==> src/hw/rtl/psbf_pkg.sv <==
package psbf_pkg;

  localparam int MAX_WIDTH_DEFAULT  = 256;
  localparam int MAX_HEIGHT_DEFAULT = 256;

  localparam int CH_W     = 13;
  localparam int PIX_W    = 4 * CH_W;
  localparam int ONE_Q12  = 4096;
  localparam int FLASH_MIN = 41;
  localparam int THREE_TENTHS_Q12 = 1229;

  localparam logic [8:0]  FRAME_WIDTH_RST  = 9'd256;
  localparam logic [8:0]  FRAME_HEIGHT_RST = 9'd256;
  localparam logic [15:0] GAIN_RST         = 16'd4096;

  localparam int PADDR_W = 5;

  typedef enum logic [2:0] {
    REG_FRAME_WIDTH  = 3'd0,
    REG_FRAME_HEIGHT = 3'd1,
    REG_SHAKE_DX     = 3'd2,
    REG_SHAKE_DY     = 3'd3,
    REG_GAIN         = 3'd4,
    REG_WARM_SHIFT   = 3'd5,
    REG_FLASH_LEVEL  = 3'd6
  } reg_index_t;

  typedef enum logic {
    FUNC_LOAD    = 1'b0,
    FUNC_PROCESS = 1'b1
  } func_t;

  typedef struct packed {
    logic        [8:0]  frame_width;
    logic        [8:0]  frame_height;
    logic signed [8:0]  shake_dx;
    logic signed [8:0]  shake_dy;
    logic        [15:0] brightness_gain;
    logic        [15:0] warm_shift;
    logic        [13:0] flash_level;
  } cfg_t;

  typedef struct packed {
    logic latch;
    logic load_wr;
    logic addr_en;
    logic rd_en;
    logic mul_en;
    logic mix_en;
    logic fin_en;
  } ctrl_cmd_t;

endpackage

==> src/hw/rtl/psbf_ctrl.sv <==
module psbf_ctrl (
  input  logic                  clk,
  input  logic                  rst,
  input  logic                  start,
  input  logic                  func,
  output logic                  busy,
  output psbf_pkg::ctrl_cmd_t   cmd
);

  typedef enum logic [2:0] {
    S_IDLE,
    S_LOAD,
    S_ADDR,
    S_READ,
    S_SCALE,
    S_MIX,
    S_FINISH
  } state_t;

  state_t state;
  logic   accept;

  assign busy   = (state != S_IDLE);
  assign accept = start && !busy;

  always_ff @(posedge clk) begin
    if (rst) begin
      state <= S_IDLE;
    end else begin
      unique case (state)
        S_IDLE: begin
          if (accept) begin
            state <= (func == psbf_pkg::FUNC_LOAD) ? S_LOAD : S_ADDR;
          end
        end
        S_LOAD:   state <= S_IDLE;
        S_ADDR:   state <= S_READ;
        S_READ:   state <= S_SCALE;
        S_SCALE:  state <= S_MIX;
        S_MIX:    state <= S_FINISH;
        S_FINISH: state <= S_IDLE;
        default:  state <= S_IDLE;
      endcase
    end
  end

  always_comb begin
    cmd         = '0;
    cmd.latch   = accept;
    cmd.load_wr = (state == S_LOAD);
    cmd.addr_en = (state == S_ADDR);
    cmd.rd_en   = (state == S_READ);
    cmd.mul_en  = (state == S_SCALE);
    cmd.mix_en  = (state == S_MIX);
    cmd.fin_en  = (state == S_FINISH);
  end

endmodule

==> config.mk <==
export PLATFORM = sky130hd
export DESIGN_NAME = psbf_ctrl
export DESIGN_NICKNAME = d
export VERILOG_FILES = /design/src/hw/rtl/psbf_pkg.sv /design/src/hw/rtl/psbf_ctrl.sv
export SDC_FILE = /design/constraint.sdc
export NUM_CORES = 1
export LEC_CHECK = 0
export ABC_AREA = 0
export BUFFER_PORTS_ARGS = -buffer_cell sky130_fd_sc_hd__clkbuf_2
export CORE_AREA = 2 2 39 41
export CTS_CLUSTER_SIZE = 14
export DETAILED_ROUTE_END_ITERATION = 10
export DIE_AREA = 0 0 41 43
export GPL_TIMING_DRIVEN = 0
export SLEW_MARGIN = 20
export SYNTH_ARGS = -nofsm -noshare
export SYNTH_HDL_FRONTEND = slang
export SYNTH_SLANG_ARGS = --single-unit
==> constraint.sdc <==
create_clock -name clk -period 1.3 [get_ports clk]
set_clock_uncertainty 0.1 [all_clocks]
set_input_delay 0.195 -clock clk [delete_from_list [all_inputs] [get_ports clk]]
set_output_delay 0.195 -clock clk [all_outputs]
set_load 0.02 [all_outputs]
==> results by group <==
Floorplan
  – Total die area: 0.001763 mm2
  – Core ar.: 0.001384 mm2
  – Vert. Die Dim: about 43 um
  – # IOs: 12
  – Die X: ~41 um
  – Starting Density: 0.1808
  – Row count: 14

Logic synthesis
  – Sequential fraction of the synthesis area: 0.2400
  – Dominant cell type by area after synthesis: dfxtp_1
  – Most frequent cells after synthesis: nor3_1, dfxtp_1, inv_1, nor3b_1
  – Synth unique cells: 17
  – Post-Synthesis Cells: 30
  – EDFF count, synth: 0
  – Syn avg cell area: 8.341 um2
  – Register bit count reported by yosys: 3
  – Post-synth top area share: 0.2400
  – Ys async rst share: 0
  – Synth warnings: 0
  – Most area-consuming cells after synthesis: dfxtp_1, buf_6, nor3b_1
  – Mapped Area: 250.2 um2
  – Prevailing post-synth register cell: dfxtp_1
  – Syn nets: 35
  – Count leader, synth: nor3_1

Critical path
  – Crit. End Element: primary output
  – Worst EP required: 1.00 ns
  – Worst setup path endpoint: cmd[6]
  – CP Launch Point: state[1]
  – Reg2Reg Launch Point: state[1]
  – Worst r2r path cells: 6
  – Endpoint arrival time on the critical path: 1.15 ns
  – Worst r2r dst: state[0]
  – Reg-to-reg slack, setup: -0.12 ns
  – Crit Path Max Fanout: 5
  – Startpoint Class: register
  – Crit Path Class: reg -> out

Finish
  – Final #Nets: 60
  – Area occupied by multi-input gates: ~190 um2
  – Synth-to-layout area growth: 114.5%
  – Storage cell area: 63.81 um2
  – Share of cells above drive strength 1: 0.7778
  – Top reg by flops: state
  – Max reg flops: 3
  – Fill cell count: 147
  – Regs by FF count: state (3)
  – # diodes: 0

Global route
  – Initial antenna violation count: 0
  – Residual overflow from global routing: 0
  – First-pass GRT wire length: roughly 1100 um
  – Vias in the first global route: ~250
  – GRT Overall Usage: 0.09739
  – Pin count of the biggest net entering global routing: 10

Detailed routing
  – Drt first pass iters: 2
  – ANT nets after route: 0
  – Wire per inst: 10.46 um
  – Via density per instance: 4.286
  – 1st-iter DRT viols: 2
  – DRC Markers: 0
  – Routed WL: 732 um
  – Via count: 300

Clock tree
  – CTS tree: yes
  – CTS H-tree depth: 1
  – Root buffer cell: clkbuf_4
  – Num CTS Buffers: 3
  – # clock sinks: 3
  – Clock Tree Buf Depth: 2
  – Clock latency on the worst-skew pair: approximately 0.23 ns
  – Clock transition at path regs: ~0.04 ns

Status
  – Failing checks: setup timing
  – Outcome: finished, violations left

Pwr
  – Clock network fraction of design power: 0.408
  – Total chip power: 402.6 uW
  – Sw Share: 0.2847
  – Reg power frac: 0.249
  – Internal: around 290 uW
  – Pwr Density: 750.0 mW/mm2
  – Combinational fraction of design power: 0.342
  – Net Switching: 114.6 uW
  – Peak supply drop: 344.8 uV
  – Leak pwr: 0.0002584 uW

STA
  – Max Fclk: 690.5 MHz
  – RSZ-0062 raised after global routing: true
  – Tmin final: between 1 and 1.5 ns
  – Final Max Slew Viols: 0
  – Setup TNS after final layout: -1.084 ns
  – Period utilisation layout: 1.114
  – Final setup violation count: 11
  – Slew @ Worst Pin: 0.1745 ns
  – Worst relative slew slack: 0.8812
  – Final Hold Viols: 0
  – Fin worst setup slack: -0.1483 ns

Placement
  – Port Buffers: 11
  – Final weighted congestion in routability-driven placement: 0.7145
  – Post-DP HPWL: roughly 370 um
  – Worst Setup Slack post-DPL: -0.05389 ns

Worst hold path
  – Hold Path Class: in -> reg

Run
  – Number of max-cap violations: 0
## critical path, cell delays in order, from the launching register on
cell     delay [ns]
dfxtp_2        0.32
buf_6          0.13
nor3_4         0.20
and2_4         0.17
buf_8          0.10
## cell families after synthesis
logic type | share of synthesized area
mux | 0.04000
compound gates | 0.05998
simple gates | 0.4251
flops | 0.2400
fa+ha+maj | 0.04999
buf+inv | 0.1850
## how the worst min path moves through the flow
stage / startpoint / to / slack, ns / depth (start not counted)
finish: rst / state[1] / 0.07 / 2
global route: rst / state[1] / 0.08 / 2
CTS: rst / state[2] / 0.06 / 2
detailed placement: rst / state[2] / 0.31 / 2
global placement: rst / state[2] / 0.31 / 2
floorplan: rst / state[0] / 0.17 / 1
## metrics by stage
step                instances  hold WS [ns]  utilization  instance area, um2
floorplan                  30        0.1735            -               260.3
global placement           57        0.3101       0.2423               335.3
detailed placement         57        0.3133       0.2423               335.3
CTS                        66       0.06037       0.3472               480.5
global route               70       0.07696       0.3879               536.8
finish                     70       0.06740       0.3879               536.8
## layout make-up
| class | count | share of cell area |
|---|---|---|
| timing repair buffer | 21 | 0.3543 |
| multi-input combinational | 20 | 0.3520 |
| sequential | 3 | 0.1189 |
| buffer | 3 | 0.06294 |
| clock buffer | 4 | 0.04895 |
| tap | 16 | 0.03730 |
| inverter | 3 | 0.02564 |
## power groups by stage
stage	clock [uW]	sequential, uW	combinational (uW)
final	164	100	138
after CTS	170	99.2	120
after global placement	0	99.4	84.2
after detailed placement	0	99.6	84.7
after floorplan	0	99.3	63.7
after global routing	180	101	147
## routing by layer
metal  share of wire  track usage  vias up
li1                -            -      150
met1            0.37       0.1125      143
met2            0.59       0.1281        7
met3           0.044      0.03141        0
met4               0       0.1000        0
met5               0            0        -
## cell usage in the layout, fill, tap and decap left out
| master | count |
|---|---|
| or2_1 | 1 |
| inv_1 | 1 |
| and3b_2 | 2 |
| nor2_1 | 2 |
| and2_4 | 1 |
| inv_2 | 1 |
| ha_1 | 1 |
| nor3_1 | 2 |
| buf_8 | 4 |
| a21oi_1 | 2 |
| mux2i_4 | 1 |
| clkbuf_2 | 3 |
| nand2b_1 | 1 |
| dfxtp_2 | 3 |
| clkbuf_4 | 3 |
| inv_4 | 1 |
| clkbuf_1 | 1 |
| buf_2 | 2 |
| o21ai_0 | 1 |
| nor3_2 | 2 |
| buf_4 | 8 |
| nor3b_2 | 2 |
| buf_6 | 7 |
| nor3b_4 | 1 |
| nor3_4 | 1 |
## what timing repair did
action,4_1_cts,5_1_grt
gates resized for setup,23,14
pin swaps,4,4
gates cloned,1,1
hold buffers,0,0
setup buffers,5,3
hold endpoints to repair,0,0
setup endpoints to repair,11,11
Note: power is estimated with default switching activity, not from simulation.
