$ cat src/hw/rtl/psbf_pkg.sv
package psbf_pkg;

  localparam int MAX_WIDTH_DEFAULT  = 256;
  localparam int MAX_HEIGHT_DEFAULT = 256;

  localparam int CH_W     = 13;
  localparam int PIX_W    = 4 * CH_W;
  localparam int ONE_Q12  = 4096;
  localparam int FLASH_MIN = 41;
  localparam int THREE_TENTHS_Q12 = 1229;

  localparam logic [8:0]  FRAME_WIDTH_RST  = 9'd256;
  localparam logic [8:0]  FRAME_HEIGHT_RST = 9'd256;
  localparam logic [15:0] GAIN_RST         = 16'd4096;

  localparam int PADDR_W = 5;

  typedef enum logic [2:0] {
    REG_FRAME_WIDTH  = 3'd0,
    REG_FRAME_HEIGHT = 3'd1,
    REG_SHAKE_DX     = 3'd2,
    REG_SHAKE_DY     = 3'd3,
    REG_GAIN         = 3'd4,
    REG_WARM_SHIFT   = 3'd5,
    REG_FLASH_LEVEL  = 3'd6
  } reg_index_t;

  typedef enum logic {
    FUNC_LOAD    = 1'b0,
    FUNC_PROCESS = 1'b1
  } func_t;

  typedef struct packed {
    logic        [8:0]  frame_width;
    logic        [8:0]  frame_height;
    logic signed [8:0]  shake_dx;
    logic signed [8:0]  shake_dy;
    logic        [15:0] brightness_gain;
    logic        [15:0] warm_shift;
    logic        [13:0] flash_level;
  } cfg_t;

  typedef struct packed {
    logic latch;
    logic load_wr;
    logic addr_en;
    logic rd_en;
    logic mul_en;
    logic mix_en;
    logic fin_en;
  } ctrl_cmd_t;

endpackage

$ cat src/hw/rtl/psbf_regs.sv
module psbf_regs (
  input  logic                           clk,
  input  logic                           rst,
  input  logic                           psel,
  input  logic                           penable,
  input  logic                           pwrite,
  input  logic [psbf_pkg::PADDR_W-1:0]   paddr,
  input  logic [31:0]                    pwdata,
  output logic [31:0]                    prdata,
  output logic                           pready,
  output psbf_pkg::cfg_t                 cfg
);

  logic [2:0] idx;
  logic       wr_en;

  assign idx    = paddr[4:2];
  assign wr_en  = psel && penable && pwrite;
  assign pready = 1'b1;

  always_ff @(posedge clk) begin
    if (rst) begin
      cfg.frame_width     <= psbf_pkg::FRAME_WIDTH_RST;
      cfg.frame_height    <= psbf_pkg::FRAME_HEIGHT_RST;
      cfg.shake_dx        <= '0;
      cfg.shake_dy        <= '0;
      cfg.brightness_gain <= psbf_pkg::GAIN_RST;
      cfg.warm_shift      <= '0;
      cfg.flash_level     <= '0;
    end else if (wr_en) begin
      unique case (idx)
        psbf_pkg::REG_FRAME_WIDTH:  cfg.frame_width     <= pwdata[8:0];
        psbf_pkg::REG_FRAME_HEIGHT: cfg.frame_height    <= pwdata[8:0];
        psbf_pkg::REG_SHAKE_DX:     cfg.shake_dx        <= $signed(pwdata[8:0]);
        psbf_pkg::REG_SHAKE_DY:     cfg.shake_dy        <= $signed(pwdata[8:0]);
        psbf_pkg::REG_GAIN:         cfg.brightness_gain <= pwdata[15:0];
        psbf_pkg::REG_WARM_SHIFT:   cfg.warm_shift      <= pwdata[15:0];
        psbf_pkg::REG_FLASH_LEVEL:  cfg.flash_level     <= pwdata[13:0];
        default: ;
      endcase
    end
  end

  always_comb begin
    unique case (idx)
      psbf_pkg::REG_FRAME_WIDTH:  prdata = 32'(cfg.frame_width);
      psbf_pkg::REG_FRAME_HEIGHT: prdata = 32'(cfg.frame_height);
      psbf_pkg::REG_SHAKE_DX:     prdata = 32'(unsigned'(cfg.shake_dx));
      psbf_pkg::REG_SHAKE_DY:     prdata = 32'(unsigned'(cfg.shake_dy));
      psbf_pkg::REG_GAIN:         prdata = 32'(cfg.brightness_gain);
      psbf_pkg::REG_WARM_SHIFT:   prdata = 32'(cfg.warm_shift);
      psbf_pkg::REG_FLASH_LEVEL:  prdata = 32'(cfg.flash_level);
      default:                    prdata = '0;
    endcase
  end

endmodule

$ cat config.mk
export PLATFORM = sky130hd
export DESIGN_NAME = psbf_regs
export DESIGN_NICKNAME = d
export VERILOG_FILES = /design/src/hw/rtl/psbf_pkg.sv /design/src/hw/rtl/psbf_regs.sv
export SDC_FILE = /design/constraint.sdc
export NUM_CORES = 1
export LEC_CHECK = 0
export BUFFER_PORTS_ARGS = -buffer_cell sky130_fd_sc_hd__clkbuf_2
export CAP_MARGIN = 15
export CORE_ASPECT_RATIO = 0.7
export CORE_MARGIN = 2
export CORE_UTILIZATION = 35
export DETAILED_ROUTE_END_ITERATION = 12
export HOLD_SLACK_MARGIN = 0.06
export SLEW_MARGIN = 25
export SYNTH_ARGS = -nofsm -noshare
export SYNTH_HDL_FRONTEND = slang
export SYNTH_SLANG_ARGS = --single-unit
$ cat constraint.sdc
create_clock -name clk -period 2.6 [get_ports clk]
set_input_delay 0.52 -clock clk [delete_from_list [all_inputs] [get_ports clk]]
set_output_delay 0.52 -clock clk [all_outputs]
set_load 0.02 [all_outputs]
==> flow_metrics.env, run 1 <==
export IMPL_drc=0
export IMPL_crit_family="simple AND/OR/NAND/NOR gates"
export IMPL_finClkSkew_ns=0
export IMPL_ys_seq_elements=82
export IMPL_maxCapViolCount=0
export IMPL_dp_cells=705
export IMPL_firstDrtPassIters=5
export IMPL_synth_main_ff_cell="dfxtp_1"
export IMPL_leakage_nw=2.31
export IMPL_insertion_delay_ns=0.34
export IMPL_period_needed_ns=2.47
export IMPL_worstMarginPinSlew_ns=0.737
export IMPL_reg2reg_from="cfg[18]"
export IMPL_die_w_um=135
export IMPL_grt_first_pass_wirelength_um=20100
export IMPL_r2r_end="cfg[18]"
export IMPL_setup_ws_ns=0.131
export IMPL_grt_pass1_vias=3565
export IMPL_hold_viol=0
export IMPL_synth_async_reset_ratio_pct=0
export IMPL_clkTransAtPathRegs_ns=0.06
export IMPL_yosysTopAreaCell="dfxtp_1"
export IMPL_final_max_slew_violation_count=0
export IMPL_vdd_drop_max_uv=323
export IMPL_seq_area_um2=1640
export IMPL_rsz0062_at_grt="false"
export IMPL_fmax_ghz=0.405
export IMPL_pre_cts_slack_ns=0.0206
export IMPL_slew_headroom_pct=50.8
export IMPL_reg2reg_slack_ns=1.82
export IMPL_largest_register_ffs=82
export IMPL_ant_nets=0
export IMPL_critPathBufInv=2
export IMPL_final_layout_size_suffix_gt1_share_pct=30.3
export IMPL_cp_required_ns=2.08
export IMPL_grt_overflow=0
export IMPL_cp_slowest_cell="and2b_1"
export IMPL_routed_via_density=5.31
export IMPL_synthesis_area_um2=4180
export IMPL_ys_types=36
export IMPL_routed_wirelength_um=13400
export IMPL_grt_util_all_layers_pct=21.1
export IMPL_hp_start="pwdata[14]"
export IMPL_slowest_delay_ns=0.57
export IMPL_dpl_hpwl_um=9300
export IMPL_finalWeightedCongestion=0.768
export IMPL_fin_cells=721
export IMPL_multiInputGateArea_um2=2190
export IMPL_largest_register="cfg"
export IMPL_crit_top_cell="clkbuf_2"
export IMPL_num_rows=33
export IMPL_clkSinkCount=82
export IMPL_routedWlPerCell_um=18.6
export IMPL_crit_arrival_ns=1.95
export IMPL_setup_tns_final_ns=0
export IMPL_cts_htree_levels=3
export IMPL_setup_viol_count_final=0
export IMPL_nNetsFinal=601
export IMPL_synth_edf_count=0
export IMPL_synth_most_common_cell="dfxtp_1"
export IMPL_pin_count=157
export IMPL_r2r_cells=2
export IMPL_cts_setup_buffers=0
export IMPL_synth_area_leaders="dfxtp_1 39%, mux2i_1 16%, nand2b_1 6.6%, a21oi_1 4.9%, nand3_1 4.9%"
export IMPL_end_kind="primary output"
export IMPL_synth_cells=449
export IMPL_holdPathStages=3
export IMPL_reg_top3="cfg: 82 flops"
export IMPL_whs_endpoint="cfg[44]"
export IMPL_ys_warn_count=0
export IMPL_die_y_um=95.4
export IMPL_ys_top_cells_by_count="82 x dfxtp_1, 65 x mux2i_1, 44 x nand2b_1, 41 x a21oi_1, 41 x nand3_1"
export IMPL_yosysSeqAreaShare_pct=39.3
export IMPL_core_um2=11700
export IMPL_drtIter0Drc=316
export IMPL_timing_final_crit_share_pct=95.0
export IMPL_crit_path_start_kind="primary input"
export IMPL_diodes=0
export IMPL_grt_max_degree=40
export IMPL_path_max_fanout=10
export IMPL_root_buffer="clkbuf_16"
export IMPL_worstPathCellList="clkbuf_2, and2b_1, o2bb2ai_1, mux2_2, clkbuf_2"
export IMPL_powerDensity_nw_per_um2=576
export IMPL_cts_buffers=9
export IMPL_hp_class="in -> reg"
export IMPL_dieArea_um2=12800
export IMPL_cts_tree="done"
export IMPL_synth_area_per_cell_um2=9.30
export IMPL_clk_path_buf_depth=2
export IMPL_status="complete, no violations"
export IMPL_worstSetupPathType="in -> out"
export IMPL_start_util_pct=35.7
export IMPL_antenna_found_initial=0
export IMPL_port_buffers=121
export IMPL_n_fill_cell=1132
export IMPL_vias=3827
export IMPL_syn_to_final_growth_pct=23.0
export IMPL_synth_top_area_share_pct=39.3
[final cells by class]
class | count | area share, %
Sequential cell | 82 | 32.0
Clock inverter | 6 | 1.56
Multi-Input combinational cell | 318 | 42.6
Inverter | 8 | 0.585
Clock buffer | 10 | 4.65
Timing Repair Buffer | 140 | 14.8
Tap cell | 157 | 3.82
[where the power goes]
part           switching (mW)  internal [mW]
Sequential            0.00767           1.27
Clock                   0.519          0.860
Combinational           0.208         0.0966
[per-stage QoR]
step	utilization [%]	total power [mW]	hold slack [ns]	instance area (um2)
finish	44.0	2.96	0.420	5140
global route	44.0	3.04	0.443	5140
CTS	43.9	2.97	0.412	5130
detailed placement	41.2	1.60	0.488	4810
global placement	41.2	1.60	0.475	4810
floorplan	-	1.52	0.558	4230
[layer usage]
layer  track usage, %  up-vias  share of wire (%)
met1             28.9     1860                 48
met3             6.27       20                7.8
met5                0        -                  0
li1                 -     1795                  -
met2             32.0      152                 43
met4             6.58        0                1.5
[worst register-to-register path, stage by stage, from the launching register on]
cell     delay, ns
dfxtp_1       0.39
inv_1         0.09
o31ai_1       0.22
[cells by family after synthesis]
group / Yosys count / synth area share (%)
and+or+nand+nor: 122 / 17.3
AOI/OAI and AO/OA: 112 / 17.1
DFF: 82 / 39.3
muxes: 67 / 16.4
buffers and inverters: 64 / 9.71
other: 2 / 0.180
[repair_timing]
item,CTS,global route
hold buffers,0,0
endpoints found under the setup margin,0,3
gates resized for setup,0,1
[how the worst max path moves through the flow]
stage / start / endpoint / slack, ns / depth (start not counted)
finish: paddr[4] / prdata[0] / 0.13 / 5
global placement: paddr[4] / prdata[8] / 0.04 / 4
detailed placement: paddr[4] / prdata[8] / 0.02 / 4
global route: paddr[4] / prdata[0] / 0.07 / 5
CTS: paddr[4] / prdata[8] / 0.02 / 4
floorplan: paddr[3] / prdata[1] / 0.40 / 5
[placed cells by master, fill, tap and decap left out, types with 17 or more instances in the layout]
cell and instances:
mux2i_1 65, o21ai_0 40, nand3_1 41, buf_4 18, clkbuf_2 121, nand2b_1 44
dfxtp_1 82, a21oi_1 41, conb_1 17
No activity file was read; power rests on OpenSTA's default activity.
==> run 2, diff against run 1 <==
--- a/config.mk
+++ b/config.mk
@@ -12,6 +12,7 @@
 export CORE_UTILIZATION = 35
 export DETAILED_ROUTE_END_ITERATION = 12
 export HOLD_SLACK_MARGIN = 0.06
+export PLACE_DENSITY = 0.64
 export SLEW_MARGIN = 25
 export SYNTH_ARGS = -nofsm -noshare
 export SYNTH_HDL_FRONTEND = slang
==> constraint.sdc (replaced) <==
create_clock -name clk -period 2.6 [get_ports clk]
set_input_delay 0.52 -clock clk [delete_from_list [all_inputs] [get_ports clk]]
set_output_delay 0.52 -clock clk [all_outputs]
set_load 0.1 [all_outputs]
==> flow_metrics.env, run 2 (synthesis results as in run 1) <==
export IMPL_status="complete, no violations"
export IMPL_r2r_cells=2
export IMPL_drtIter0Drc=260
export IMPL_timing_final_crit_share_pct=95.4
export IMPL_fmax_ghz=0.403
export IMPL_hold_buffers=0
export IMPL_final_cell_mix="105 x clkbuf_2, 65 x mux2i_1, 49 x dfxtp_2"
export IMPL_die_y_um=95.4
export IMPL_syn_to_final_growth_pct=34.0
export IMPL_fin_cells=724
export IMPL_rsz0062_at_grt="false"
export IMPL_period_needed_ns=2.48
export IMPL_nNetsFinal=604
export IMPL_core_um2=11700
export IMPL_vdd_drop_max_uv=306
export IMPL_reg2reg_from="cfg[18]"
export IMPL_diodes=0
export IMPL_hold_viol=0
export IMPL_final_max_slew_violation_count=0
export IMPL_cts_htree_levels=3
export IMPL_cp_required_ns=2.08
export IMPL_largest_register_ffs=82
export IMPL_cts_setup_buffers=0
export IMPL_path_max_fanout=8
export IMPL_finClkSkew_ns=0
export IMPL_leakage_nw=2.45
export IMPL_dpl_hpwl_um=9400
export IMPL_pre_cts_slack_ns=0.146
export IMPL_reg2reg_slack_ns=1.84
export IMPL_r2r_end="cfg[18]"
export IMPL_holdPathStages=3
export IMPL_die_w_um=135
export IMPL_routed_via_density=5.34
export IMPL_firstDrtPassIters=5
export IMPL_cts_resized_gates=0
export IMPL_dp_cells=708
export IMPL_clkTransAtPathRegs_ns=0.06
export IMPL_powerDensity_nw_per_um2=595
export IMPL_grt_pass1_vias=3696
export IMPL_num_rows=33
export IMPL_antenna_found_initial=0
export IMPL_setup_ws_ns=0.120
export IMPL_clk_path_buf_depth=2
export IMPL_grt_overflow=0
export IMPL_end_kind="primary output"
export IMPL_slew_headroom_pct=25.8
export IMPL_maxCapViolCount=0
export IMPL_hp_start="pwdata[12]"
export IMPL_root_buffer="clkbuf_16"
export IMPL_whs_endpoint="cfg[12]"
export IMPL_cts_buffers=9
export IMPL_largest_register="cfg"
export IMPL_dieArea_um2=12800
export IMPL_clkSinkCount=82
export IMPL_worstSetupPathType="in -> out"
export IMPL_insertion_delay_ns=0.34
export IMPL_reg_top3="cfg: 82 flops"
export IMPL_setup_viol_count_final=0
export IMPL_n_fill_cell=1105
export IMPL_grt_util_all_layers_pct=21.1
export IMPL_worstMarginPinSlew_ns=1.11
export IMPL_vias=3867
export IMPL_final_layout_size_suffix_gt1_share_pct=40.2
export IMPL_crit_arrival_ns=1.96
export IMPL_drc=0
export IMPL_port_buffers=121
export IMPL_routedWlPerCell_um=18.4
export IMPL_ant_nets=0
export IMPL_hp_class="in -> reg"
export IMPL_finalWeightedCongestion=0.807
export IMPL_routed_wirelength_um=13300
export IMPL_grt_first_pass_wirelength_um=20600
export IMPL_grt_max_degree=34
export IMPL_crit_path_start_kind="primary input"
export IMPL_cts_tree="done"
export IMPL_layout_commonest_cell="clkbuf_2"
export IMPL_pin_count=157
export IMPL_start_util_pct=35.7
==> run 2: cell count changes in the layout (fill, tap and decap cells not counted), moves of 3 or more <==
cell      change
buf_12       +15
buf_4         +4
dfxtp_1      -49
a221oi_1      -3
a221oi_4      +8
a221oi_2      -5
dfxtp_2      +49
clkbuf_2     -16
==> run 2: report_power, final <==
part | switching (mW) | total (mW) | internal (mW)
combinational | 0.423 | 0.564 | 0.140
sequential | 0.00824 | 1.27 | 1.27
clock | 0.507 | 1.49 | 0.987
total | 0.938 | 3.33 | 2.39
==> run 2: worst max path at each step <==
stage          cells past startpoint     start          to  slack [ns]
2_1_floorplan                      3   cfg[47]   prdata[1]       -0.13
3_3_place_gp                       4  paddr[4]   prdata[8]        0.16
3_5_place_dp                       4  paddr[4]   prdata[3]        0.15
4_1_cts                            4  paddr[4]   prdata[8]        0.14
5_1_grt                            6  paddr[2]  prdata[12]        0.06
6_report                           4  paddr[4]   prdata[8]        0.12
==> run 2: area by class of cell <==
type	instances	area (um2)	area share [%]
multi-input combinational	318	2300	41.1
sequential	82	1700	30.4
timing repair buffer	143	1010	18.1
clock buffer	11	253	4.52
tap	157	196	3.51
clock inverter	5	100	1.79
inverter	8	30.0	0.537
==> run 2: per-layer routing <==
metal / vias up / track usage, % / wire (um)
li1: 1796 / - / -
met1: 1862 / 29.9 / 6210
met2: 197 / 30.8 / 5700
met3: 12 / 7.55 / 1280
met4: 0 / 4.82 / 125
met5: - / 0 / 0
==> run 2: metrics by stage <==
stage          power (mW)  setup TNS, ns  hold WS, ns  cell area, um2  util [%]
6_report             3.33              0        0.449            5600      47.9
5_1_grt              3.43              0        0.446            5600      47.9
4_1_cts              3.35              0        0.441            5600      47.9
3_5_place_dp         1.86              0        0.477            5240      44.9
3_3_place_gp         1.86              0        0.470            5240      44.9
2_1_floorplan        1.75         -0.173        0.660            4410         -
==> run 2: worst max-delay path, cell delays in order <==
cell and delay [ns]:
clkbuf_2 0.17, nor2_2 0.88, a221oi_4 0.16, buf_12 0.23
